--- config.mk ---
export PLATFORM = sky130hd
export DESIGN_NAME = src_parse
export DESIGN_NICKNAME = d
export VERILOG_FILES = /design/src/rtl/core/src_pkg.sv /design/src/rtl/core/src_parse.sv
export SDC_FILE = /design/constraint.sdc
export NUM_CORES = 1
export LEC_CHECK = 0
export BUFFER_PORTS_ARGS = -buffer_cell sky130_fd_sc_hd__buf_2
export CAP_MARGIN = 10
export CORE_MARGIN = 3
export CORE_UTILIZATION = 37
export DETAILED_ROUTE_END_ITERATION = 16
export GPL_ROUTABILITY_DRIVEN = 0
export REMOVE_ABC_BUFFERS = 1
export SYNTH_ARGS = -nofsm -noshare
export SYNTH_HDL_FRONTEND = slang
export SYNTH_SLANG_ARGS = --single-unit
--- constraint.sdc ---
create_clock -name clk -period 10.7 [get_ports clk]
set_clock_uncertainty 0.15 [all_clocks]
set_input_delay 2.14 -clock clk [delete_from_list [all_inputs] [get_ports clk]]
set_output_delay 2.14 -clock clk [all_outputs]
set_load 0.02 [all_outputs]
--- src/rtl/core/src_pkg.sv ---
`timescale 1ns / 1ps

package src_pkg;

    // Record layout
    localparam int RECORD_BYTES = 40;
    localparam int CRC_BYTES    = RECORD_BYTES - 4;
    localparam int N_SETTINGS   = 6;
    localparam int POS_W        = 6;
    localparam int WORD_IDX_W   = 4;
    localparam int SET_IDX_W    = 3;

    localparam logic [POS_W-1:0]      LAST_POS      = POS_W'(RECORD_BYTES - 1);
    localparam logic [POS_W-1:0]      CRC_LAST_POS  = POS_W'(CRC_BYTES - 1);
    localparam logic [WORD_IDX_W-1:0] WORD_MAGIC    = WORD_IDX_W'(0);
    localparam logic [WORD_IDX_W-1:0] WORD_VERSION  = WORD_IDX_W'(1);
    localparam logic [WORD_IDX_W-1:0] WORD_SET_BASE = WORD_IDX_W'(2);
    localparam logic [WORD_IDX_W-1:0] WORD_SET_LAST = WORD_IDX_W'(2 + N_SETTINGS - 1);

    // CRC-32, reflected form
    localparam logic [31:0] CRC_POLY = 32'hEDB8_8320;
    localparam logic [31:0] CRC_INIT = 32'hFFFF_FFFF;

    // Register reset values
    localparam logic [31:0] MAGIC_RESET   = 32'h5546_3450;
    localparam logic [31:0] VERSION_RESET = 32'd1;
    localparam logic [31:0] FAN_RESET     = 32'd1000;

    // Register indexes
    localparam int CFG_INDEX_W = 2;
    typedef enum logic [CFG_INDEX_W-1:0] {
        CFG_EXPECTED_MAGIC   = 2'd0,
        CFG_EXPECTED_VERSION = 2'd1,
        CFG_FAN_LIMIT        = 2'd2
    } cfg_index_t;

    // Register values seen by the parser
    typedef struct packed {
        logic [31:0] expected_magic;
        logic [31:0] expected_version;
        logic [31:0] fan_limit;
    } cfg_t;

    // One finished record check
    typedef struct packed {
        logic                       ok;
        logic [N_SETTINGS-1:0][31:0] words;
    } result_t;

    // One byte through the reflected CRC-32, one bit per step.
    function automatic logic [31:0] crc32_byte(input logic [31:0] crc_in,
                                               input logic [7:0]  data);
        logic [31:0] c;
        c = crc_in ^ {24'd0, data};
        for (int k = 0; k < 8; k++) begin
            c = c[0] ? ((c >> 1) ^ CRC_POLY) : (c >> 1);
        end
        return c;
    endfunction

endpackage

--- src/rtl/core/src_parse.sv ---
`timescale 1ns / 1ps

module src_parse (
    input  logic              clk,
    input  logic              rst_n,
    input  logic              step,
    input  logic [7:0]        data,
    input  src_pkg::cfg_t     cfg,
    output logic              last_byte,
    output src_pkg::result_t  result
);

    logic [src_pkg::POS_W-1:0]   pos_reg;
    logic [src_pkg::POS_W-1:0]   pos_next;
    logic [31:0]                 crc_reg;
    logic [31:0]                 crc_next;
    logic [31:0]                 word_reg;
    logic [31:0]                 word_next;
    logic                        header_ok_reg;
    logic                        header_ok_next;
    logic [31:0]                 settings_reg [src_pkg::N_SETTINGS];

    logic [src_pkg::WORD_IDX_W-1:0] word_idx;
    logic [src_pkg::WORD_IDX_W-1:0] set_offset;
    logic [src_pkg::SET_IDX_W-1:0]  set_idx;
    logic                           word_done;
    logic                           set_write;

    assign last_byte  = (pos_reg >= src_pkg::LAST_POS);
    assign word_idx   = pos_reg[src_pkg::POS_W-1:2];
    assign word_done  = (pos_reg[1:0] == 2'b11);
    assign set_offset = word_idx - src_pkg::WORD_SET_BASE;
    assign set_idx    = set_offset[src_pkg::SET_IDX_W-1:0];
    assign set_write  = step && word_done && (word_idx >= src_pkg::WORD_SET_BASE)
                        && (word_idx <= src_pkg::WORD_SET_LAST);

    // Byte position, CRC, word assembly and header check.
    always_comb
    begin
        pos_next       = pos_reg;
        crc_next       = crc_reg;
        word_next      = {data, word_reg[31:8]};
        header_ok_next = header_ok_reg;

        if (pos_reg <= src_pkg::CRC_LAST_POS)
        begin
            crc_next = src_pkg::crc32_byte(crc_reg, data);
        end

        if (word_done && (word_idx == src_pkg::WORD_MAGIC)
            && (word_next != cfg.expected_magic))
        begin
            header_ok_next = 1'b0;
        end
        if (word_done && (word_idx == src_pkg::WORD_VERSION)
            && (word_next != cfg.expected_version))
        begin
            header_ok_next = 1'b0;
        end

        if (last_byte)
        begin
            pos_next       = '0;
            crc_next       = src_pkg::CRC_INIT;
            word_next      = '0;
            header_ok_next = 1'b1;
        end
        else
        begin
            pos_next = pos_reg + 1'b1;
        end
    end

    // Final check, valid on the last byte of the record.
    always_comb
    begin
        result.ok = header_ok_reg
                    && ((crc_reg ^ src_pkg::CRC_INIT) == {data, word_reg[31:8]})
                    && (settings_reg[src_pkg::N_SETTINGS-1] <= cfg.fan_limit);
        for (int j = 0; j < src_pkg::N_SETTINGS; j++)
        begin
            result.words[j] = settings_reg[j];
        end
    end

    always_ff @(posedge clk or negedge rst_n)
    begin
        if (!rst_n)
        begin
            pos_reg       <= '0;
            crc_reg       <= src_pkg::CRC_INIT;
            word_reg      <= '0;
            header_ok_reg <= 1'b1;
        end
        else if (step)
        begin
            pos_reg       <= pos_next;
            crc_reg       <= crc_next;
            word_reg      <= word_next;
            header_ok_reg <= header_ok_next;
        end
    end

    // Setting words hold payload only.
    always_ff @(posedge clk)
    begin
        if (set_write)
        begin
            settings_reg[set_idx] <= {data, word_reg[31:8]};
        end
    end

`ifndef SYNTHESIS
    a_pos_in_range: assert property (@(posedge clk) disable iff (!rst_n)
        pos_reg <= src_pkg::LAST_POS)
        else $error("byte position beyond the record");

    a_restart_pos: assert property (@(posedge clk) disable iff (!rst_n)
        step && last_byte |=> pos_reg == '0 && header_ok_reg && crc_reg == src_pkg::CRC_INIT)
        else $error("parser did not restart after the last byte");

    a_crc_frozen: assert property (@(posedge clk) disable iff (!rst_n)
        step && (pos_reg > src_pkg::CRC_LAST_POS) && !last_byte |=> $stable(crc_reg))
        else $error("CRC changed over the stored CRC word");
`endif

endmodule

=== Word level (Yosys, flattened, before mapping) ===
Memories as Yosys holds them, arrays and structs flattened.
Index checks and enable logic that the tools add are counted.

* Register bits: 71
* RAM bits: 192
* Input bits: 107
* Output and inout bits: 194
* Logic and storage cells: 58
* Memories: 1

* $add $sub $neg: 2
* Order comparisons: 5
* Equality and inequality tests: 5
* Muxes and demuxes: 17
* Bitwise gates (word level): 10
* Reduce and logical (&&, ||, !) cells: 14

{| class="wikitable"
|+ Memory list
! memory !! words !! width !! rd ports !! clocked after Yosys merged registers in !! wr ports !! line !! RTL
|-
| settings_reg || 6 || 32 || 6 || 0 || 1 || src_parse.sv:21 || <nowiki>logic [31:0] settings_reg [src_pkg::N_SETTINGS];</nowiki>
|}

{| class="wikitable"
|+ Operator list
! cell !! number
|-
| $mux W32 || 11
|-
| $not A13 Y14 || 8
|-
| $ne A32 B32 Y1 || 2
|-
| $eq A32 B32 Y1 || 1
|-
| $le A32 B32 Y1 || 1
|-
| $not A32 Y32 || 1
|-
| $xor A32 B8 Y32 || 1
|-
| $logic_and A1 B1 Y1 || 9
|-
| $add A6 B1 Y6 const B || 1
|-
| $ge A6 B6 Y1 const B || 1
|-
| $le A6 B6 Y1 const B || 1
|-
| $mux W6 || 1
|-
| $mux W1 || 5
|-
| $eq A4 B1 Y1 const B || 1
|-
| $ge A4 B2 Y1 const B || 1
|-
| $le A4 B3 Y1 const B || 1
|-
| $logic_not A4 Y1 || 1
|-
| $reduce_and A2 Y1 || 2
|-
| $reduce_bool A3 Y1 || 1
|-
| $sub A3 B2 Y3 const B || 1
|-
| $eq A2 B2 Y1 const B || 1
|-
| $reduce_bool A2 Y1 || 1
|}

=== Logic depth before layout (Yosys ltp) ===
Gate-level depths: netlist of the first run.

* Word-level depth: 19
* Gate-level depth with buffers: 8
* Mapped depth without buffers: 8

=== Worst setup path after synthesis of the first run ===
No wires, ideal clock.

* Kind: input port to flip-flop
* Start: input port step
* End: memory settings_reg[0][0] (enable)
* Setup time: 0.501 ns
* Data arrival time: 5.853 ns
* Data required time: 10.049 ns
* Path slack: 4.196 ns
* Cell stages on the path: 4
* Path buffers: 2
* Path through: clkbuf_1 -> clkbuf_1 -> nand3_1 -> nor4_1

* Longest elaborated chain between the ends: 5

{| class="wikitable"
|+ Ends and longest elaborated chain
! item !! line !! RTL
|-
| start, declared || src_parse.sv:6 || <nowiki>input logic step,</nowiki>
|-
| $logic_and A1 B1 Y1 (2 in series) || src_parse.sv:34 || <nowiki>assign set_write = step && word_done && (word_idx >= src_pkg::WORD_SET_BASE)</nowiki>
|-
| $logic_and A1 B1 Y1 || src_parse.sv:35 || <nowiki>&& (word_idx <= src_pkg::WORD_SET_LAST);</nowiki>
|-
| $mux W1 || src_parse.sv:107 || <nowiki>if (set_write)</nowiki>
|-
| $mux W1 (implied by the code) || src_parse.sv:109 || <nowiki>settings_reg[set_idx] <= {data, word_reg[31:8]};</nowiki>
|-
| end, declared || src_parse.sv:21 ||
|}

Every way passes these cells.

==> results.toml, run 1 <==
[global_route]
grt_pass1_wl_um = 47100
grt_max_degree = 64
grt_antenna_before_repair = 2
grt_pass1_vias = 7165
grt_util_all_layers = 0.202
overflow = 0

[run]
drv_cap = 0

[synthesis]
synth_simple_gate_area_frac = 0.0604
syn_inst = 792
synth_area_leader_cell = "edfxtp_1"
synth_top_family_by_area = "XOR/XNOR gates"
synth_flop_cell = "edfxtp_1"
synth-xor-area-share = 0.148
synthArstFlopShare = 0.247
synth_area_per_cell_um2 = 14.0
yosysWarnings = 0
synth_cell_types = 39
synthMuxAreaShare = 0.000906
synth-seq-cells = 255
synthAdderAreaFrac = 0.0374
yosys-top-cells-area = "edfxtp_1 (52%), dfstp_2 (7.8%), dfrtp_1 (6.8%)"
ys_seq_area_frac = 0.668
synthesis.area_um2 = 11100
synth_compound_gate_area_share = 0.0487
synth_top_area_frac = 0.522
synth-edff-count = 192

[cells_and_area]
area_delta_synth_final_pct = 26.1
nets = 1226
largest_reg_flops = 192
drive_above_1_share = 0.368
final_area_um2 = 13900
fin_cells = 1491

[timing]
final.min_clock_period_ns = 6.58
hold-worst-slack_ns = 0.333
final_hold_viol_count = 0
slew_violations = 0
setup_viol = 0
setup_ws_ns = 4.12
rsz0062_at_grt = "false"
fin_crit_sh = 0.615
fmax_mhz = 152
max_slew_margin = 0.190
tightest_slew_ns = 1.21
tns_ns = 0

[floorplanning]
die_x_um = 179
dieArea_um2 = 32000
io-pin-count = 301
design.core.area_um2 = 29100
die_y_um = 179
std_cell_rows = 62
initial_core_util = 0.380

[cts]
clk_pin_slew_ns = 0.06
clkSinkCount = 255
cts_setup_buffers = 0
cts_buffer_depth = 3
cts_tree = "built"
ctsResizeCount = 0
clock_latency_ns = 0.53
cts_buffers = 26
cts_hold_buf = 0
htreeDepth = 1
cts_root_buffer = "clkbuf_16"

[placement]
post-place-cells = 1442
place_hpwl_um = 24000
port_buffers = 300
placed_area_um2 = 13000
post-place-ws_ns = 4.14

[route]
ant_nets = 0
drt_iter0_drc = 442
drc_errors = 0
viasPerCell = 4.87
dr_total_vias = 7258
wirelength_um = 33400
dr.pass1.iters = 4
avgRoutedWirePerCell_um = 22.4

[power]
powerDensity_nw_per_um2 = 263
peakVddDrop_mv = 0.132
p_leak_nw = 5.70

[setup_path]
criticalPathCategory = "in -> out"
ff2ff_path_depth = 6
cp_max_fo = 11
start_kind = "input port"
worst_ep_required_time_ns = 8.41
end_kind = "primary output"
cp.arrival_ns = 4.29

[worst_hold_path]
hold_class = "reg -> reg"
hold_depth = 2

[status]
status = "finished, final reports clean"
[synthesized netlist by cell type (2+ instances only)]
library cell and n:
buf_2 7, ha_1 33, dfstp_2 33, a211oi_1 2
nor2_1 35, xor2_1 79, a31oi_1 3, nor2b_1 3
xnor2_1 79, a211o_1 2, a21oi_1 40, clkbuf_1 33
nand2_1 17, nand3_1 29, a21o_1 6, dfrtp_1 30
edfxtp_1 192, xnor2_4 6, nor3_1 4, buf_1 4
nor4_1 17, xnor2_2 4, inv_1 58, o21ai_0 36
nand4_1 26
[cells in the final DEF (no fill, tap or decap), drive strengths merged, types with 4 or more instances in the layout]
cell	netlist	layout
nand2	17	17
a21oi	40	40
clkinv	1	11
nand3	29	29
nor4	17	17
o21ai	36	36
dfstp	33	33
buf	12	311
clkbuf	33	27
nor2	35	35
inv	58	59
bufinv	0	7
nand4	26	26
xor2	79	79
a21o	6	6
nor3	4	4
dfrtp	30	30
edfxtp	192	192
ha	33	33
xnor2	89	89
[worst paths after layout]
check                                start           end  slack [ns]
min in group asynchronous            rst_n    pos_reg[3]        1.67
worst min register to register  crc_reg[9]    crc_reg[9]        0.33
worst min-delay path            crc_reg[9]    crc_reg[9]        0.33
max in group asynchronous            rst_n  word_reg[21]        8.19
worst max-delay path               data[3]   result[192]        4.12
worst max register to register  pos_reg[0]    crc_reg[6]        7.84
[metrics by stage]
step                      power [mW]  utilization
after floorplan                 2.35            -
after global placement          2.67        0.446
after detailed placement        2.69        0.446
after CTS                       3.70        0.479
after global routing            3.88        0.479
final                           3.67        0.479
[critical path, stage by stage]
cell and delay, ns:
buf_2 0.28, xor2_1 0.17, nand4_1 0.12, nor4_1 0.36
nand4_1 0.12, or4_1 0.62, a211oi_1 0.25, buf_2 0.21
[final cells by class]
cell class              count  area (um2)
fillers                  2606       15100
clock inverters            20         288
diodes                      2        5.00
clock buffers              27         676
repair buffers            311        1580
multi-input cells         433        3310
inverters                  59         221
flip-flops and latches    255        7380
well taps                 384         480
[report_power, final]
part	total [mW]	switching (mW)	leakage (nW)	internal (mW)
registers	1.51	0.230	2.47	1.28
logic	1.15	0.598	2.76	0.553
clock network	1.01	0.380	0.473	0.629
total	3.67	1.21	5.70	2.46
[cells by family (layout without fill, tap and decap cells)]
kind of cell	count (synthesis)	count (layout)
other	0	2
XOR/XNOR	169	169
adder cells (fa/ha/maj)	33	33
multiplexers	1	1
AND/OR/NAND/NOR	134	134
buffers and inverters	104	417
AO/OA/AOI/OAI	96	96
flip-flops	255	255
[layer usage]
metal,track usage,wire [um],vias up
met2,0.355,16800,260
met1,0.259,13800,3582
met5,0,0,-
li1,-,-,3374
met4,0.0497,713,0
met3,0.0371,2110,42
(Power assumes the default switching activity.)
==> run 2, diff against run 1 <==
--- a/config.mk
+++ b/config.mk
@@ -5,6 +5,7 @@
 export SDC_FILE = /design/constraint.sdc
 export NUM_CORES = 1
 export LEC_CHECK = 0
+export ABC_AREA = 1
 export BUFFER_PORTS_ARGS = -buffer_cell sky130_fd_sc_hd__buf_2
 export CAP_MARGIN = 10
 export CORE_MARGIN = 3
==> constraint.sdc (replaced) <==
create_clock -name clk -period 6.66 [get_ports clk]
set_clock_uncertainty 0.15 [all_clocks]
set_input_delay 1.332 -clock clk [delete_from_list [all_inputs] [get_ports clk]]
set_output_delay 1.332 -clock clk [all_outputs]
set_load 0.02 [all_outputs]
==> run 2 against run 1 <==
  * Clock power is 41% higher
  * Final cell count is 17% higher
  * Power is 49% higher
  * Worst hold slack worse by 0.017 ns
  * Sequential cell count stayed put
  * Combinational power is 46% higher
  * Die area is 3.9% higher
  * Setup slack worse by 2.2 ns
  * Synthesized cell count is 28% higher
  * Global-route usage is 0.13 points lower
  * Area after synthesis is 4.1% higher
  * Largest power group unchanged
  * Clock-buffer cell count is 5 higher
==> results.toml, run 2 <==
[setup_path]
end_kind = "primary output"
slowest_delay_ns = 0.65
cp.arrival_ns = 3.28
cp_max_fo = 2
criticalPathCategory = "in -> out"
slowest_stage = "nor4_1"
worst_ep_required_time_ns = 5.18
crit_chain = "buf_2 -> inv_1 -> ha_1 -> nand2_1 -> nor2_1 -> nand2_1 -> nor4_1 -> nand4_1 -> a21oi_1 -> buf_2"
path_buf_inv = 3
start_kind = "input port"
crit_family = "simple AND/OR/NAND/NOR gates"
r2r_slack_ns = 3.66

[synthesis]
synth_area_leader_cell = "edfxtp_1"
yosys-top-cells-area = "edfxtp_1 (50%), nand2_1 (7.8%), dfstp_2 (7.5%)"
synth_area_per_cell_um2 = 11.3
synth-seq-cells = 255
synth_cell_types = 39
synth_flop_cell = "edfxtp_1"
synthArstFlopShare = 0.247
yosysWarnings = 0
syn_inst = 1016
synth_top_area_frac = 0.501
ys_seq_area_frac = 0.642
synth_common_cells = "nand2_1 (240), edfxtp_1 (192), inv_1 (120)"
yosysMostFrequentCell = "nand2_1"
synthesis.area_um2 = 11500
synth-edff-count = 192

[route]
dr.pass1.iters = 7
drc_errors = 0
viasPerCell = 4.92
dr_total_vias = 8618
avgRoutedWirePerCell_um = 19.6
drt_iter0_drc = 621
wirelength_um = 34300
ant_nets = 0

[timing]
slew_violations = 0
max_slew_margin = 0.218
rsz0062_at_grt = "false"
setup_viol = 0
fmax_mhz = 210
final_hold_viol_count = 0
hold-worst-slack_ns = 0.316
tightest_slew_ns = 1.17
tns_ns = 0
final.min_clock_period_ns = 4.76
fin_crit_sh = 0.715

[cells_and_area]
drive_above_1_share = 0.312
mostFrequentLayoutCell = "buf_2"
largest_reg_flops = 192
area_delta_synth_final_pct = 25.0
layout_common_cells = "buf_2 (300), nand2_1 (240), edfxtp_1 (192)"
nets = 1480
fin_cells = 1750

[floorplanning]
design.core.area_um2 = 30100
die_x_um = 182
initial_core_util = 0.382
io-pin-count = 301
std_cell_rows = 63
dieArea_um2 = 33200
die_y_um = 182

[power]
powerDensity_nw_per_um2 = 381
p_leak_nw = 6.31
peakVddDrop_mv = 0.203

[cts]
clk_pin_slew_ns = 0.06
cts_tree = "built"
ctsResizeCount = 0
cts_setup_buffers = 0
cts_hold_buf = 0
cts_buffer_depth = 3
cts_root_buffer = "clkbuf_16"
clock_latency_ns = 0.54
cts_buffers = 27
clkSinkCount = 255
htreeDepth = 1

[placement]
place_hpwl_um = 25900
port_buffers = 300
post-place-cells = 1701

[global_route]
grt_pass1_vias = 8530
grt_pass1_wl_um = 50900
grt_util_all_layers = 0.201
overflow = 0
grt_max_degree = 64
grt_antenna_before_repair = 1

[worst_hold_path]
hold_class = "reg -> reg"

[status]
status = "finished, final reports clean"

[run]
drv_cap = 0
[run 2: metal layers]
layer	wire (um)	GRT usage	vias up
li1	-	-	4062
met1	13900	0.263	4146
met2	16400	0.333	336
met3	2370	0.0293	74
met4	1580	0.0884	0
met5	0	0	-
[run 2: stage by stage]
| stage | cell area [um2] | utilization | power (mW) | worst slack [ns] |
|---|---|---|---|---|
| after floorplan | 11400 | - | 3.52 | 2.29 |
| after global placement | 13500 | 0.450 | 4.03 | 1.96 |
| after detailed placement | 13500 | 0.450 | 4.06 | 1.90 |
| after CTS | 14400 | 0.477 | 5.49 | 1.90 |
| after global routing | 14400 | 0.477 | 5.80 | 1.67 |
| final | 14400 | 0.477 | 5.48 | 1.90 |
[run 2: power breakdown]
part	leakage [nW]	switching (mW)	total [mW]	internal, mW
sequential	2.47	0.316	2.37	2.05
clock	0.403	0.602	1.42	0.821
combinational	3.44	1.06	1.68	0.622
total	6.31	1.98	5.48	3.50
[run 2: layout make-up]
type	instances	area (um2)
fillers	2799	15700
clock buffers	32	694
diodes	1	2.50
multi-input cells	613	3590
clock inverters	16	140
repair buffers	311	1580
flip-flops and latches	255	7380
well taps	390	488
inverters	132	495
[run 2: cells by family (layout without fill, tap and decap cells)]
logic type                 Yosys count  count (layout)  synth area share
and+or+nand+nor                    362             362             0.130
buffers and inverters              148             491            0.0493
xor gates and xnor gates           106             106            0.0856
DFF                                255             255             0.642
adders and majority gates           33              33            0.0359
other                                0               1                 0
AOI/OAI and AO/OA                  112             112            0.0576
[run 2: worst register-to-register path: cells and delay by family (launching register included)]
| kind | cells | cell delay, ns |
|---|---|---|
| simple gates | 6 | 1.04 |
| buf+inv | 4 | 0.95 |
| flops | 1 | 0.39 |
| fa+ha+maj | 1 | 0.26 |
| compound gates | 1 | 0.13 |
[run 2: worst paths after layout]
path,cells after the start,end,start
setup / recovery,10,result[192],cfg[29]
hold / removal,2,header_ok_reg,header_ok_reg
setup reg to reg,12,crc_reg[30],pos_reg[0]
hold reg to reg,2,header_ok_reg,header_ok_reg
max in group asynchronous,2,word_reg[19],rst_n
min in group asynchronous,2,pos_reg[5],rst_n
